**src/hw/rtl/fixed_window_rate_limiter_assert.svh**
```systemverilog
// Assertion macros for the rate limiter RTL, included by flr_back.
`ifndef FIXED_WINDOW_RATE_LIMITER_ASSERT_SVH
`define FIXED_WINDOW_RATE_LIMITER_ASSERT_SVH

// Same-cycle implication, disabled while in reset.
`define FLR_ASSERT_NOW(label, ante, cons, msg) \
  label: assert property (@(posedge clk) disable iff (!rst_n) (ante) |-> (cons)) \
    else $error(msg);

// Next-cycle implication, disabled while in reset.
`define FLR_ASSERT_NEXT(label, ante, cons, msg) \
  label: assert property (@(posedge clk) disable iff (!rst_n) (ante) |=> (cons)) \
    else $error(msg);

`endif

```
**src/hw/rtl/flr_pkg.sv**
```systemverilog
package flr_pkg;

  localparam int KEY_INDEX_W = 10;
  localparam int SCOPE_W     = 2;
  localparam int NOW_W       = 32;
  localparam int CNT_W       = 16;
  localparam int RETRY_W     = 16;
  localparam int CFG_IDX_W   = 4;
  localparam int CFG_DATA_W  = 16;
  localparam int KEY_W       = 16;  // holds any table index up to 65536 keys
  localparam int SCOPE_COUNT = 4;
  localparam int FIFO_DEPTH  = 2;

  localparam logic [CFG_DATA_W-1:0] RST_MAX_SCOPE0    = 16'd3;
  localparam logic [CFG_DATA_W-1:0] RST_WINDOW_SCOPE0 = 16'd3600;
  localparam logic [CFG_DATA_W-1:0] RST_MAX_SCOPE1    = 16'd10;
  localparam logic [CFG_DATA_W-1:0] RST_WINDOW_SCOPE1 = 16'd60;
  localparam logic [CFG_DATA_W-1:0] RST_MAX_SCOPE2    = 16'd5;
  localparam logic [CFG_DATA_W-1:0] RST_WINDOW_SCOPE2 = 16'd600;
  localparam logic [CFG_DATA_W-1:0] RST_MAX_SCOPE3    = 16'd10;
  localparam logic [CFG_DATA_W-1:0] RST_WINDOW_SCOPE3 = 16'd60;

  typedef enum logic [CFG_IDX_W-1:0] {
    REG_MAX_SCOPE0    = 4'd0,
    REG_WINDOW_SCOPE0 = 4'd1,
    REG_MAX_SCOPE1    = 4'd2,
    REG_WINDOW_SCOPE1 = 4'd3,
    REG_MAX_SCOPE2    = 4'd4,
    REG_WINDOW_SCOPE2 = 4'd5,
    REG_MAX_SCOPE3    = 4'd6,
    REG_WINDOW_SCOPE3 = 4'd7
  } cfg_reg_t;

  typedef struct packed {
    logic [KEY_W-1:0] key;
    logic [NOW_W-1:0] now;
    logic [CNT_W-1:0] max_count;
    logic [NOW_W-1:0] new_win_end;
  } flr_req_t;

  typedef struct packed {
    logic [CNT_W-1:0] count;
    logic [NOW_W-1:0] win_end;
  } flr_entry_t;

  typedef enum logic [1:0] {
    ST_CLEAR,
    ST_READ,
    ST_MODIFY
  } back_state_t;

endpackage

```
**src/hw/rtl/flr_fifo.sv**
```systemverilog
module flr_fifo import flr_pkg::*; (
  input  logic     clk,
  input  logic     rst_n,
  input  logic     push_valid,
  output logic     push_ready,
  input  flr_req_t push_data,
  output logic     pop_valid,
  input  logic     pop_ready,
  output flr_req_t pop_data
);

  localparam int PW = $clog2(FIFO_DEPTH);
  localparam int CW = $clog2(FIFO_DEPTH + 1);

  flr_req_t      slot_r [FIFO_DEPTH];
  logic [PW-1:0] wr_ptr_r;
  logic [PW-1:0] rd_ptr_r;
  logic [CW-1:0] fill_r;
  logic [PW-1:0] wr_ptr_nxt;
  logic [PW-1:0] rd_ptr_nxt;
  logic [CW-1:0] fill_nxt;
  logic          do_push;
  logic          do_pop;

  assign push_ready = (fill_r != CW'(FIFO_DEPTH));
  assign pop_valid  = (fill_r != '0);
  assign pop_data   = slot_r[rd_ptr_r];
  assign do_push    = push_valid && push_ready;
  assign do_pop     = pop_valid && pop_ready;

  always_comb begin
    wr_ptr_nxt = wr_ptr_r;
    rd_ptr_nxt = rd_ptr_r;
    fill_nxt   = fill_r;
    if (do_push) begin
      wr_ptr_nxt = (wr_ptr_r == PW'(FIFO_DEPTH - 1)) ? '0 : wr_ptr_r + 1'b1;
    end
    if (do_pop) begin
      rd_ptr_nxt = (rd_ptr_r == PW'(FIFO_DEPTH - 1)) ? '0 : rd_ptr_r + 1'b1;
    end
    if (do_push && !do_pop) begin
      fill_nxt = fill_r + 1'b1;
    end else if (do_pop && !do_push) begin
      fill_nxt = fill_r - 1'b1;
    end
  end

  always_ff @(posedge clk) begin
    if (!rst_n) begin
      wr_ptr_r <= '0;
      rd_ptr_r <= '0;
      fill_r   <= '0;
    end else begin
      wr_ptr_r <= wr_ptr_nxt;
      rd_ptr_r <= rd_ptr_nxt;
      fill_r   <= fill_nxt;
    end
  end

  always_ff @(posedge clk) begin
    if (do_push) begin
      slot_r[wr_ptr_r] <= push_data;
    end
  end

endmodule

```
**config.mk**
```make
export PLATFORM = sky130hd
export DESIGN_NAME = flr_fifo
export DESIGN_NICKNAME = d
export VERILOG_FILES = /design/src/hw/rtl/fixed_window_rate_limiter_assert.svh /design/src/hw/rtl/flr_pkg.sv /design/src/hw/rtl/flr_fifo.sv
export SDC_FILE = /design/constraint.sdc
export NUM_CORES = 1
export LEC_CHECK = 0
export BUFFER_PORTS_ARGS = -buffer_cell sky130_fd_sc_hd__clkbuf_2
export CORE_UTILIZATION = 45
export CTS_BUF_LIST = sky130_fd_sc_hd__clkbuf_8
export DETAILED_ROUTE_END_ITERATION = 8
export HOLD_SLACK_MARGIN = 0.03
export PLACE_DENSITY = 0.7
export SLEW_MARGIN = 20
export SYNTH_ARGS = -nofsm -noshare
export SYNTH_HDL_FRONTEND = slang
export SYNTH_SLANG_ARGS = --single-unit
```
**constraint.sdc**
```tcl
create_clock -name clk -period 9.2 [get_ports clk]
set_clock_uncertainty 0.2 [all_clocks]
set_input_delay 0.46 -clock clk [delete_from_list [all_inputs] [get_ports clk]]
set_output_delay 0.46 -clock clk [all_outputs]
set_load 0.01 [all_outputs]
```
==> summary.md <==
| Metric | Value |
|---|---|
| Outcome | complete, no violations |
| Clock Path Buffers | 2 |
| Vert. Die Dim | around 130 um |
| Buffer count from post-CTS setup fixing | 0 |
| Antenna Nets Post-Route | 0 |
| Tcrit/Tclk final | 35.7% |
| Vias in the first global route | roughly 4,300 |
| Critical path type | reg2out |
| Minimum clock period | 3.29 ns |
| Avg Cell Area, Syn | about 23 um^2 |
| Initial DRC Count | around 160 |
| Port Buf Inserts | approximately 200 |
| Clock Sinks | just under 200 |
| Ports | slightly below 200 |
| RSZ-0062 raised after global routing | false |
| Yosys reg bits | between 150 and 200 |
| Total leakage power | between 0.003 and 0.004 uW |
| Commonest non-fill, non-tap cell in the layout | clkbuf_2 |
| Power per cell area | about 240 nW/um^2 |
| Htree depth | 4 |
| Area delta synth->final | 35.4% |
| Critical path peak fanout | 51 |
| Initial antenna violation count | 1 |
| Rows | 46 |
| WL per Instance | between 15 and 20 um |
| Drt drc | 0 |
| Min-Delay Startpoint | rst_n |
| Nets | about 730 |
| Worst reg-to-reg setup slack | roughly 6.7 ns |
| Worst VDD drop | between 0.15 and 0.2 mV |
| Most frequent cells in the layout | clkbuf_2, edfxtp_1, dlygate4sd3_1, mux2_2, mux2_4 |
| Worst-path clk slew | roughly 0.10 ns |
| Core box area | 15,900 um^2 |
| Ratio of cells with drive above 1 in the final layout | between 50% and 60% |
| TNS Setup | 0 ns |
| Die W | around 130 um |
| Critical Path Source Type | flip-flop |
| Busiest metal layer after global routing | met2 |
| Root Buffer | clkbuf_8 |
| Syn_nets | about 420 |
| Total CTS buffers | 17 |
| GRT overflow | 0 |
| HPWL Detailed | between 8000 and 9000 um |
| PostCTS Resize Cnt | 0 |
| Yosys cell types | 21 |
| Clk_lat worst skew | ~0.45 ns |
| TritonCTS clock tree | done |
| Hold path depth | 2 |
| Reg2Reg Depth | 4 |
| First-pass GRT wire length | between 20,000 and 25,000 um |
| Placed Cells | around 730 |
| Worst Path Required | roughly 8.5 ns |
| HP Class | in2reg |
| Largest net degree at the start of global routing | between 80 and 90 |
| Sequential area share after synthesis | 80.0% |
| Fin. max-slew vios | 0 |
| WL final | roughly 14,000 um |
| Total GRT Usage | between 10% and 20% |
| GPL Wtd Cong | roughly 0.76 |
| Synth Instances | between 300 and 400 |
| MaxCap Viol Count | 0 |
| CP arrival | around 2.6 ns |
| Die footprint | 16,800 um^2 |
| Yosys Warn Count | 0 |
| R2R Path Start | fill_r[0]$_SDFFE_PN0P_ |
| Fmax achieved | 0.304 GHz |
| RR Endpoint | slot_r[0][83]$_DFFE_PP_ |
| Fin cells | between 800 and 900 |
| Starting density of the core | about 46% |
| Diode count | 0 |
| Hold Fails Final Rpt | 0 |
| Met2 Track Usage GR | between 20 and 30% |
| GR Util met3 | between 5 and 6% |
| Relative slew slack | 46.0% |
| Via count | a little over 4,000 |
| Mapped cell area | 7330 um^2 |
| # setup viols final | 0 |
| Slew @ Worst Pin | 0.809 ns |
| CP endpoint kind | output port |
| Via density | approximately 4.7 |
| Grt met1 use | around a fifth |
| Total iterations of the first detailed-routing run | 4 |
==> stage by stage <==
step / hold WS [ns] / worst slack [ns] / utilization (%) / cell area [um^2] / total power, uW
after floorplan: 0.312 / 5.69 / - / 7330 / 1600
after global placement: 0.330 / 6.40 / 53.7 / 8530 / 1780
after detailed placement: 0.353 / 6.36 / 53.7 / 8530 / 1800
after CTS: 0.0586 / 5.83 / 62.5 / 9920 / 2420
after global routing: 0.0599 / 5.73 / 62.5 / 9930 / 2500
final: 0.0866 / 5.91 / 62.5 / 9930 / 2390
==> synth_stat cells, drive strengths merged <==
library cell | number | area share, %
nand3b | 1 | 0.10
or3 | 1 | 0.085
a21boi | 2 | 0.20
mux2 | 96 | 17
nand2b | 1 | 0.19
xor2 | 1 | 0.12
dfxtp | 5 | 1.4
and3 | 1 | 0.085
a21bo | 1 | 0.14
ha | 1 | 0.17
and2 | 4 | 0.34
buf | 11 | 1.3
inv | 1 | 0.051
or2 | 1 | 0.085
xnor2 | 2 | 0.24
edfxtp | 192 | 79
o21ai | 2 | 0.14
==> sequential cells by signal (all words and copies together), names as in the netlist, named ones only <==
signal    flops
slot_r      192
fill_r        2
rd_ptr_r      1
wr_ptr_r      1
==> critical path, stage by stage (launching register included) <==
cell      delay, ns
dfxtp_4        0.83
buf_4          0.72
mux2_2         0.42
clkbuf_2       0.13
==> report_power, final <==
part	internal [uW]	switching, uW
logic	325	292
registers	1120	63.2
clock network	303	289
==> layer usage <==
layer  part of all wire, %  vias to the layer above
li1                      -                     1888
met5                 0.095                        -
met4                   1.9                        2
met3                   6.2                       23
met1                    40                     1979
met2                    52                      142
==> worst max path at each step <==
stage | end | slack [ns] | start
6_report | pop_data[91] | 5.91 | flip-flop
5_1_grt | pop_data[95] | 5.73 | flip-flop
4_1_cts | pop_data[80] | 5.83 | flip-flop
3_5_place_dp | pop_data[81] | 6.36 | flip-flop
3_3_place_gp | pop_data[91] | 6.40 | flip-flop
2_1_floorplan | slot_r[1][0]$_DFFE_PP_ | 5.69 | fill_r[0]$_SDFFE_PN0P_
==> layout make-up <==
type	count	area, um^2
Tap cell	216	270
Timing Repair Buffer	296	1970
Inverter	1	6.26
Sequential cell	197	5870
Multi-Input combinational cell	114	1380
Clock inverter	14	184
Clock buffer	18	248
Fill cell	1172	5960
==> kinds of logic (layout without fill, tap and decap cells) <==
logic type | count (synthesis) | after routing | share of synthesized area (%)
flip-flops | 197 | 197 | 80.0
XOR/XNOR | 3 | 3 | 0.358
buffers and inverters | 12 | 329 | 1.31
adder cells (fa/ha/maj) | 1 | 1 | 0.171
AND/OR/NAND/NOR | 9 | 9 | 0.887
multiplexers | 96 | 96 | 16.8
AO/OA/AOI/OAI | 5 | 5 | 0.478
==> timing repair <==
item,CTS,global route
hold buffers,96,0
endpoints found under the hold margin,192,0
endpoints found under the setup margin,0,0
No activity file was read; power rests on OpenSTA's default activity.
