## src/hw/rtl/fixed_window_rate_limiter_assert.svh

```systemverilog
// Assertion macros for the rate limiter RTL, included by flr_back.
`ifndef FIXED_WINDOW_RATE_LIMITER_ASSERT_SVH
`define FIXED_WINDOW_RATE_LIMITER_ASSERT_SVH

// Same-cycle implication, disabled while in reset.
`define FLR_ASSERT_NOW(label, ante, cons, msg) \
  label: assert property (@(posedge clk) disable iff (!rst_n) (ante) |-> (cons)) \
    else $error(msg);

// Next-cycle implication, disabled while in reset.
`define FLR_ASSERT_NEXT(label, ante, cons, msg) \
  label: assert property (@(posedge clk) disable iff (!rst_n) (ante) |=> (cons)) \
    else $error(msg);

`endif

```

## src/hw/rtl/flr_pkg.sv

```systemverilog
package flr_pkg;

  localparam int KEY_INDEX_W = 10;
  localparam int SCOPE_W     = 2;
  localparam int NOW_W       = 32;
  localparam int CNT_W       = 16;
  localparam int RETRY_W     = 16;
  localparam int CFG_IDX_W   = 4;
  localparam int CFG_DATA_W  = 16;
  localparam int KEY_W       = 16;  // holds any table index up to 65536 keys
  localparam int SCOPE_COUNT = 4;
  localparam int FIFO_DEPTH  = 2;

  localparam logic [CFG_DATA_W-1:0] RST_MAX_SCOPE0    = 16'd3;
  localparam logic [CFG_DATA_W-1:0] RST_WINDOW_SCOPE0 = 16'd3600;
  localparam logic [CFG_DATA_W-1:0] RST_MAX_SCOPE1    = 16'd10;
  localparam logic [CFG_DATA_W-1:0] RST_WINDOW_SCOPE1 = 16'd60;
  localparam logic [CFG_DATA_W-1:0] RST_MAX_SCOPE2    = 16'd5;
  localparam logic [CFG_DATA_W-1:0] RST_WINDOW_SCOPE2 = 16'd600;
  localparam logic [CFG_DATA_W-1:0] RST_MAX_SCOPE3    = 16'd10;
  localparam logic [CFG_DATA_W-1:0] RST_WINDOW_SCOPE3 = 16'd60;

  typedef enum logic [CFG_IDX_W-1:0] {
    REG_MAX_SCOPE0    = 4'd0,
    REG_WINDOW_SCOPE0 = 4'd1,
    REG_MAX_SCOPE1    = 4'd2,
    REG_WINDOW_SCOPE1 = 4'd3,
    REG_MAX_SCOPE2    = 4'd4,
    REG_WINDOW_SCOPE2 = 4'd5,
    REG_MAX_SCOPE3    = 4'd6,
    REG_WINDOW_SCOPE3 = 4'd7
  } cfg_reg_t;

  typedef struct packed {
    logic [KEY_W-1:0] key;
    logic [NOW_W-1:0] now;
    logic [CNT_W-1:0] max_count;
    logic [NOW_W-1:0] new_win_end;
  } flr_req_t;

  typedef struct packed {
    logic [CNT_W-1:0] count;
    logic [NOW_W-1:0] win_end;
  } flr_entry_t;

  typedef enum logic [1:0] {
    ST_CLEAR,
    ST_READ,
    ST_MODIFY
  } back_state_t;

endpackage

```

## src/hw/rtl/flr_front.sv

```systemverilog
module flr_front import flr_pkg::*; #(
  parameter int KEY_COUNT = 1024
) (
  input  logic                   clk,
  input  logic                   rst_n,
  input  logic                   in_valid,
  output logic                   in_ready,
  input  logic [KEY_INDEX_W-1:0] in_key_index,
  input  logic [SCOPE_W-1:0]     in_scope,
  input  logic [NOW_W-1:0]       in_now_seconds,
  input  logic                   cfg_valid,
  output logic                   cfg_ready,
  input  logic [CFG_IDX_W-1:0]   cfg_index,
  input  logic [CFG_DATA_W-1:0]  cfg_data,
  input  logic                   clearing,
  output logic                   push_valid,
  input  logic                   push_ready,
  output flr_req_t               push_data
);

  localparam int KW = $clog2(KEY_COUNT);

  logic [CFG_DATA_W-1:0]  max_r    [SCOPE_COUNT];
  logic [CFG_DATA_W-1:0]  window_r [SCOPE_COUNT];
  logic                   s1_valid_r;
  logic                   s1_valid_nxt;
  logic [KEY_INDEX_W-1:0] s1_key_r;
  logic [SCOPE_W-1:0]     s1_scope_r;
  logic [NOW_W-1:0]       s1_now_r;
  logic                   load;
  logic [KW-1:0]          key_mod;
  logic [NOW_W:0]         end_sum;

  assign cfg_ready = 1'b1;

  always_ff @(posedge clk) begin
    if (!rst_n) begin
      max_r[0]    <= RST_MAX_SCOPE0;
      window_r[0] <= RST_WINDOW_SCOPE0;
      max_r[1]    <= RST_MAX_SCOPE1;
      window_r[1] <= RST_WINDOW_SCOPE1;
      max_r[2]    <= RST_MAX_SCOPE2;
      window_r[2] <= RST_WINDOW_SCOPE2;
      max_r[3]    <= RST_MAX_SCOPE3;
      window_r[3] <= RST_WINDOW_SCOPE3;
    end else if (cfg_valid && cfg_ready) begin
      case (cfg_index)
        REG_MAX_SCOPE0:    max_r[0]    <= cfg_data;
        REG_WINDOW_SCOPE0: window_r[0] <= cfg_data;
        REG_MAX_SCOPE1:    max_r[1]    <= cfg_data;
        REG_WINDOW_SCOPE1: window_r[1] <= cfg_data;
        REG_MAX_SCOPE2:    max_r[2]    <= cfg_data;
        REG_WINDOW_SCOPE2: window_r[2] <= cfg_data;
        REG_MAX_SCOPE3:    max_r[3]    <= cfg_data;
        REG_WINDOW_SCOPE3: window_r[3] <= cfg_data;
        default: ;
      endcase
    end
  end

  // no requests taken while the back end sweeps the table after reset
  assign in_ready = !clearing && (!s1_valid_r || push_ready);
  assign load     = in_valid && in_ready;

  always_comb begin
    s1_valid_nxt = s1_valid_r;
    if (load) begin
      s1_valid_nxt = 1'b1;
    end else if (push_ready) begin
      s1_valid_nxt = 1'b0;
    end
  end

  always_ff @(posedge clk) begin
    if (!rst_n) begin
      s1_valid_r <= 1'b0;
    end else begin
      s1_valid_r <= s1_valid_nxt;
    end
  end

  always_ff @(posedge clk) begin
    if (load) begin
      s1_key_r   <= in_key_index;
      s1_scope_r <= in_scope;
      s1_now_r   <= in_now_seconds;
    end
  end

  generate
    if (KEY_COUNT < (1 << KEY_INDEX_W)) begin : g_mod
      // key mod KEY_COUNT by reciprocal multiply; exact for all 10-bit keys
      localparam int SH    = KEY_INDEX_W + KW;
      localparam int RECIP = ((1 << SH) + KEY_COUNT - 1) / KEY_COUNT;
      logic [KEY_INDEX_W+SH-1:0] prod;
      logic [KEY_INDEX_W-1:0]    quot_r;
      logic [2*KEY_INDEX_W-1:0]  back_prod;

      assign prod = (KEY_INDEX_W+SH)'(in_key_index) * (KEY_INDEX_W+SH)'(RECIP);

      always_ff @(posedge clk) begin
        if (load) begin
          quot_r <= KEY_INDEX_W'(prod >> SH);
        end
      end

      assign back_prod = (2*KEY_INDEX_W)'(quot_r) * (2*KEY_INDEX_W)'(KEY_COUNT);
      assign key_mod   = KW'(s1_key_r - back_prod[KEY_INDEX_W-1:0]);
    end else begin : g_pass
      assign key_mod = KW'(s1_key_r);
    end
  endgenerate

  assign end_sum = {1'b0, s1_now_r} + (NOW_W+1)'(window_r[s1_scope_r]);

  assign push_valid            = s1_valid_r;
  assign push_data.key         = KEY_W'(key_mod);
  assign push_data.now         = s1_now_r;
  assign push_data.max_count   = max_r[s1_scope_r];
  assign push_data.new_win_end = end_sum[NOW_W] ? '1 : end_sum[NOW_W-1:0];

endmodule

```

## config.mk

```make
export PLATFORM = sky130hd
export DESIGN_NAME = flr_front
export DESIGN_NICKNAME = d
export VERILOG_FILES = /design/src/hw/rtl/fixed_window_rate_limiter_assert.svh /design/src/hw/rtl/flr_pkg.sv /design/src/hw/rtl/flr_front.sv
export SDC_FILE = /design/constraint.sdc
export NUM_CORES = 1
export LEC_CHECK = 0
export BUFFER_PORTS_ARGS = -buffer_cell sky130_fd_sc_hd__buf_2
export CAP_MARGIN = 20
export CORE_MARGIN = 2
export CORE_UTILIZATION = 30
export CTS_BUF_LIST = sky130_fd_sc_hd__clkbuf_4 sky130_fd_sc_hd__clkbuf_8 sky130_fd_sc_hd__clkbuf_16
export CTS_CLUSTER_SIZE = 28
export DETAILED_ROUTE_END_ITERATION = 16
export GPL_ROUTABILITY_DRIVEN = 1
export SYNTH_ARGS = -nofsm -noshare
export SYNTH_HDL_FRONTEND = slang
export SYNTH_SLANG_ARGS = --single-unit
```

## constraint.sdc

```tcl
create_clock -name clk -period 4.1 [get_ports clk]
set_clock_uncertainty 0.15 [all_clocks]
set_input_delay 0.82 -clock clk [delete_from_list [all_inputs] [get_ports clk]]
set_output_delay 0.82 -clock clk [all_outputs]
set_load 0.01 [all_outputs]
```

==> results of run 1 <==
-- worst max-delay path, delay by kind of cell (launching register included) --
| kind | cells | cell delay, ps |
|---|---|---|
| compound gates | 5 | 1000 |
| xor+xnor | 1 | 180 |
| fa+ha+maj | 1 | 290 |
| buf+inv | 3 | 410 |
| flops | 1 | 390 |
| mux | 1 | 550 |
| simple gates | 1 | 70 |
-- Yosys cell counts, drive strengths merged --
master  count
xnor2      12
nor2b       4
o21ai      17
nand4       8
ha         16
nand4b      1
clkbuf     17
nor2       24
o21a        2
a211oi      2
and2      109
nor4        1
nor3        1
or2         3
a21oi      13
and3        6
buf        19
nand2      43
xor2       13
or4b        1
o211ai      3
fa          1
inv         4
edfxtp    172
o31ai       1
a21boi      1
a31oi       8
nand3      12
nor3b       1
dfxtp       3
a21o       11
mux4       32
a221oi      1
a41oi       1
o32ai       1
conb        2
nand2b      3
a31o        2
or3        27
o21bai      2
a311oi      2
mux2        3
-- area by class of cell --
class / instances / area (µm²) / share of cell area [%]
Timing Repair Buffer: 215 / 1289 / 11.55
Sequential cell: 175 / 5230 / 46.89
Clock buffer: 18 / 432.9 / 3.881
Clock inverter: 14 / 168.9 / 1.514
Tap cell: 378 / 473.0 / 4.240
Multi-Input combinational cell: 398 / 3546 / 31.79
Inverter: 4 / 15.01 / 0.1346
-- flip-flops by register name (all words and copies together) (netlist names), named ones only --
signal and cells:
max_r 64, window_r 64, s1_now_r 32, key_mod 10, s1_scope_r 2, push_valid 1
-- layer usage --
layer	vias up	wire length (µm)
li1	2662	-
met2	207	10980
met4	0	295
met1	2823	9686
met3	19	1349
met5	-	0
-- worst paths after layout --
kind / endpoint / slack (ps) / start
worst max register to register: s1_now_r[21] / 2020 / push_valid
worst min register to register: flop / 340 / s1_scope_r[1]
worst max-delay path: push_data[29] / -190 / flop
worst min-delay path: flop / 340 / s1_scope_r[1]
-- power groups by stage --
stage	Sequential (W)	Clock (W)	Combinational (W)
detailed placement	0.00215	0	0.000743
global placement	0.00214	0	0.000741
floorplan	0.00214	0	0.000427
CTS	0.00211	0.00170	0.000837
finish	0.00211	0.00166	0.000930
global route	0.00212	0.00176	0.00101
-- stage by stage --
stage	hold WS (ps)	util [%]	power (W)	worst slack, ps	area, µm²
final	342.2	40.26	0.004697	-187.8	11150
after global routing	369.4	40.26	0.004887	-299.6	11150
after CTS	349.3	39.27	0.004644	-202.9	10880
after detailed placement	327.0	35.56	0.002892	-27.64	9853
after global placement	316.7	35.56	0.002886	25.79	9853
after floorplan	299.6	-	0.002568	3.597	8462
-- logic make-up after synthesis --
group	synth area share [%]
buffers and inverters	2.401
xor gates and xnor gates	2.594
DFF	61.90
AOI/OAI and AO/OA	5.307
and+or+nand+nor	16.16
muxes	8.939
adders and majority gates	2.609
other	0.08897
-- timing repair --
| action | in CTS | in global routing |
|---|---|---|
| pin swaps | 19 | 18 |
| resized for setup | 56 | 41 |
| gates cloned | 3 | 0 |
| setup buffers | 9 | 5 |
| endpoints found under the setup margin | 32 | 32 |
==> results.sh, run 1 <==
export IMPL_status="finished, violations left"
export IMPL_violations="negative setup slack"
export IMPL_fp_dieW_um=171.7
export IMPL_final_period_utilization_pct=104.6
export IMPL_setup_viol=32
export IMPL_synth_ff_latch_count=175
export IMPL_postSynthAreaPerCell_um2=13.95
export IMPL_post_route_worst_setup_slack_ps=-187.8
export IMPL_dp_cells=1153
export IMPL_boundaryPins=169
export IMPL_cts_max_path_buffers=2
export IMPL_ys_types=52
export IMPL_worst_r2r_path_depth=4
export IMPL_gr_total_overflow=0
export IMPL_worstSkewPairLatency_ps=430
export IMPL_antenna_found_initial=0
export IMPL_power_per_cell_area_nw_per_um2=421.1
export IMPL_synth_top_area_share_pct=61.19
export IMPL_die_ht_um=171.7
export IMPL_max_cap_viols=0
export IMPL_cpMaxStageDelayCell="sky130_fd_sc_hd__mux4_2"
export IMPL_worst_endpoint_arrival_ps=3320
export IMPL_finalWirelength_mm=22.31
export IMPL_power_switching_share_pct=27.87
export IMPL_grt_util_all_layers_pct=15.11
export IMPL_clock_fmax_mhz=233.2
export IMPL_grt_use_met2_pct=26.40
export IMPL_drc=0
export IMPL_cpPeakStageDelay_ps=550
export IMPL_grt_busiest_layer="met2"
export IMPL_ctsRootBufferMaster="sky130_fd_sc_hd__clkbuf_16"
export IMPL_antenna_cells_inserted=0
export IMPL_cts_clock_pin_slew_for_the_worst_setup_and_hold_paths_ps=70
export IMPL_cts_sinks=175
export IMPL_max_slew_margin_rel_pct=37.71
export IMPL_path_cells="buf_6 > mux4_2 > ha_4 > a21o_1 > a31o_4 > o21ai_2 > buf_4 > a31oi_4 > o211ai_1 > xor2_1 > nand2_1 > buf_2"
export IMPL_cp_required_ps=3130
export IMPL_nFillCells=2618
export IMPL_via_count=5711
export IMPL_peakVddDrop_mv=0.2793
export IMPL_stdcell_count=1202
export IMPL_io_buffers=161
export IMPL_most_common_layout_cells="sky130_fd_sc_hd__edfxtp_1, sky130_fd_sc_hd__buf_2, sky130_fd_sc_hd__and2_1, sky130_fd_sc_hd__buf_4, sky130_fd_sc_hd__nand2_1"
export IMPL_timing_critical_path_from_type="flop"
export IMPL_accumulated_negative_setup_slack_ps=-2248
export IMPL_area_of_the_die_um2=29490
export IMPL_postCtsHoldBufs=0
export IMPL_min_delay_path_depth=1
export IMPL_final_net_count=898
export IMPL_number_of_buffers_created_by_cts=17
export IMPL_finalMaxSlewViolations=0
export IMPL_power_report_internal_total_w=0.003388
export IMPL_synthTopCellsByArea="sky130_fd_sc_hd__edfxtp_1, sky130_fd_sc_hd__mux4_2, sky130_fd_sc_hd__and2_1, sky130_fd_sc_hd__ha_1, sky130_fd_sc_hd__or3_1"
export IMPL_hold_viol=0
export IMPL_critical_path_max_fanout=5
export IMPL_detailedRoute_firstPassIterationCount=5
export IMPL_fp_coreArea_um2=27710
export IMPL_area_delta_synth_final_pct=32.15
export IMPL_syn_instance_count=605
export IMPL_largest_net_degree_at_the_start_of_global_routing=38
export IMPL_grt_pass1_wl_mm=32.94
export IMPL_sequential_share_of_power_pct=44.9
export IMPL_grt_met1_usage_pct=18.93
export IMPL_global_routing_usage_on_met3_pct=3.106
export IMPL_wire_per_inst_um=18.56
export IMPL_cts_htree_levels=4
export IMPL_path_class="reg -> out"
export IMPL_drtAntennaViolNets=0
export IMPL_power_switching_w=0.001309
export IMPL_timing_worst_slew_pin_value_ps=934.4
export IMPL_power_leakage_nw=4.170
export IMPL_p_comb_share_pct=19.8
export IMPL_gp_congestion=0.8588
export IMPL_most_common_library_cell_in_the_layout_ignoring_fill_and_taps="sky130_fd_sc_hd__edfxtp_1"
export IMPL_via_count_of_the_first_global_routing_pass=5718
export IMPL_vias_per_cell=4.751
export IMPL_tritoncts="built"
export IMPL_power_frac_clock_pct=35.3
export IMPL_hold_path_class="reg -> reg"
export IMPL_critPathCaptureType="output port"
export IMPL_synth_area_um2=8441
export IMPL_post_route_cells_drive_above_1_share_pct=42.72
export IMPL_grt_setup_unrepaired="yes"
export IMPL_drt_iter0_markers=446
export IMPL_period_needed_ps=4288
export IMPL_yosysWarnings=0
export IMPL_dp_final_hpwl_mm=15.55
export IMPL_yosys_area_top_type="sky130_fd_sc_hd__edfxtp_1"
export IMPL_synth_yosys_seq_area_share_pct=61.90
export IMPL_starting_density_of_the_core_pct=30.47
export IMPL_core_rowCount=61
(Power assumes the default switching activity.)
==> run 2: changes to the inputs <==
- BUFFER_PORTS_ARGS: -buffer_cell sky130_fd_sc_hd__buf_2 -> -buffer_cell sky130_fd_sc_hd__clkbuf_2
- RECOVER_POWER: not set -> 100
==> run 2 against run 1 <==
The flow finishes with violations (max-capacitance violations, max-slew violations, negative setup slack). Final cell count rose by 0.50%. Global-route usage grew 0.86 points. Die area unchanged. Non-clock buffer count rose by 6. Total power up 0.55%. Largest cell class unchanged. Largest power group unchanged.
==> results.sh, run 2 (synthesis results as in run 1) <==
export IMPL_drc=0
export IMPL_die_ht_um=171.7
export IMPL_final_cell_area_um2=11070
export IMPL_cts_htree_levels=4
export IMPL_stdcell_count=1208
export IMPL_final_period_utilization_pct=106.2
export IMPL_drt_iter0_markers=337
export IMPL_status="finished, violations left"
export IMPL_cts_sinks=175
export IMPL_final_net_count=904
export IMPL_number_of_buffers_created_by_cts=17
export IMPL_cpPeakStageDelay_ps=530
export IMPL_period_needed_ps=4353
export IMPL_violations="max-capacitance violations, max-slew violations, negative setup slack"
export IMPL_dp_slack_ps=30.14
export IMPL_setup_viol=32
export IMPL_power_switching_share_pct=28.68
export IMPL_area_of_the_die_um2=29490
export IMPL_largest_net_degree_at_the_start_of_global_routing=35
export IMPL_critical_path_max_fanout=6
export IMPL_timing_worst_slew_pin_value_ps=2320
export IMPL_worstReg2RegStart="push_valid"
export IMPL_core_rowCount=61
export IMPL_hold_viol=0
export IMPL_via_count=5862
export IMPL_vias_per_cell=4.853
export IMPL_critPathCaptureType="output port"
export IMPL_sequential_share_of_power_pct=44.7
export IMPL_gp_congestion=0.8963
export IMPL_dp_final_hpwl_mm=15.65
export IMPL_antenna_cells_inserted=0
export IMPL_dp_cells=1145
export IMPL_cts_clock_pin_slew_for_the_worst_setup_and_hold_paths_ps=80
export IMPL_peakVddDrop_mv=0.2834
export IMPL_grt_setup_unrepaired="yes"
export IMPL_wire_per_inst_um=19.41
export IMPL_path_cells="buf_12 > mux4_2 > ha_4 > fa_2 > a21o_4 > nand4_4 > a21oi_4 > o211ai_2 > and2_4 > nor2_1 > mux2_2 > buf_6"
export IMPL_r2r_setup_slack_ps=880
export IMPL_antenna_found_initial=0
export IMPL_cpMaxStageDelayCell="sky130_fd_sc_hd__mux4_2"
export IMPL_fp_coreArea_um2=27710
export IMPL_p_comb_share_pct=19.4
export IMPL_nFillCells=2634
export IMPL_power_switching_w=0.001355
export IMPL_power_leakage_nw=4.065
export IMPL_worst_endpoint_arrival_ps=3380
export IMPL_post_route_worst_setup_slack_ps=-252.7
export IMPL_finalWirelength_mm=23.45
export IMPL_gr_total_overflow=0
export IMPL_regToRegEndpoint="s1_now_r[22]"
export IMPL_drtAntennaViolNets=0
export IMPL_power_per_cell_area_nw_per_um2=426.8
export IMPL_hold_path_class="reg -> reg"
export IMPL_fp_dieW_um=171.7
export IMPL_grt_util_all_layers_pct=15.97
export IMPL_starting_density_of_the_core_pct=30.47
export IMPL_most_common_layout_cells="sky130_fd_sc_hd__edfxtp_1, sky130_fd_sc_hd__clkbuf_2, sky130_fd_sc_hd__and2_1, sky130_fd_sc_hd__clkbuf_1, sky130_fd_sc_hd__buf_4"
export IMPL_tritoncts="built"
export IMPL_worstSkewPairLatency_ps=440
export IMPL_detailedRoute_firstPassIterationCount=5
export IMPL_via_count_of_the_first_global_routing_pass=5964
export IMPL_finalMaxSlewViolations=35
export IMPL_most_common_library_cell_in_the_layout_ignoring_fill_and_taps="sky130_fd_sc_hd__edfxtp_1"
export IMPL_cp_required_ps=3130
export IMPL_area_delta_synth_final_pct=31.10
export IMPL_cts_max_path_buffers=2
export IMPL_min_delay_path_depth=1
export IMPL_grt_pass1_wl_mm=34.58
export IMPL_post_dp_cell_area_um2=9831
export IMPL_boundaryPins=169
export IMPL_max_slew_margin_rel_pct=-54.76
export IMPL_io_buffers=161
export IMPL_timing_critical_path_from_type="flop"
export IMPL_power_report_internal_total_w=0.003368
export IMPL_worst_r2r_path_depth=4
export IMPL_ctsRootBufferMaster="sky130_fd_sc_hd__clkbuf_16"
export IMPL_max_cap_viols=1
export IMPL_power_frac_clock_pct=35.9
export IMPL_worst_hold_startpoint="s1_scope_r[1]"
export IMPL_path_class="reg -> out"
export IMPL_top_regs="max_r (64), window_r (64), s1_now_r (32)"
export IMPL_clock_fmax_mhz=229.7
export IMPL_post_route_cells_drive_above_1_share_pct=35.90
export IMPL_postCtsHoldBufs=0
-- run 2: final cells by class --
| cell class | instances | area (µm²) | area share, % |
|---|---|---|---|
| Timing Repair Buffer | 221 | 1272 | 11.50 |
| Clock inverter | 15 | 191.4 | 1.730 |
| Inverter | 4 | 15.01 | 0.1357 |
| Sequential cell | 175 | 5229 | 47.25 |
| Multi-Input combinational cell | 398 | 3460 | 31.26 |
| Tap cell | 378 | 473.0 | 4.274 |
| Clock buffer | 17 | 425.4 | 3.844 |
-- run 2: metal layers --
metal / wire length, µm / vias up / GRT usage [%]
met5: 0 / - / 0
met3: 1685 / 37 / 3.912
met4: 444 / 0 / 5.079
li1: - / 2682 / -
met1: 9777 / 2888 / 19.27
met2: 11550 / 255 / 28.03
-- run 2: stage by stage --
| stage | power [W] | setup TNS, ps | util, % | hold slack (ps) |
|---|---|---|---|---|
| finish | 0.004723 | -5464 | 39.94 | 345.3 |
| global route | 0.004904 | -8872 | 39.94 | 374.9 |
| CTS | 0.004726 | -4398 | 39.86 | 363.7 |
| detailed placement | 0.002891 | 0 | 35.48 | 329.2 |
| global placement | 0.002885 | 0 | 35.48 | 334.1 |
| floorplan | 0.002568 | 0 | - | 299.6 |
-- run 2: worst max-delay path by stage --
stage	start	endpoint	slack [ps]	cells past startpoint
floorplan	flop	push_data[17]	4	13
CTS	flop	push_data[24]	-220	12
global route	flop	push_data[24]	-340	12
detailed placement	flop	push_data[1]	30	11
global placement	flop	push_data[31]	110	11
finish	flop	push_data[24]	-250	12
-- run 2: repair_timing --
action / CTS / global route
pin swaps: 35 / 20
cloned: 4 / 0
endpoints found under the hold margin: 0 / 0
buffers inserted: 21 / 6
setup endpoints to repair: 32 / 32
gates resized for setup: 69 / 22
-- run 2: power by group through the flow --
stage | Combinational (W) | Clock [W] | Sequential, W
CTS | 0.000882 | 0.00173 | 0.00211
detailed placement | 0.000743 | 0 | 0.00215
global placement | 0.000740 | 0 | 0.00215
finish | 0.000914 | 0.00170 | 0.00211
floorplan | 0.000427 | 0 | 0.00214
global route | 0.000983 | 0.00180 | 0.00212
-- run 2: worst max-delay path: cells and delay by family (launching register included) --
kind	cells	cell delay, ps
flops	1	420
buf+inv	2	260
simple gates	3	390
fa+ha+maj	2	540
mux	2	820
compound gates	3	510
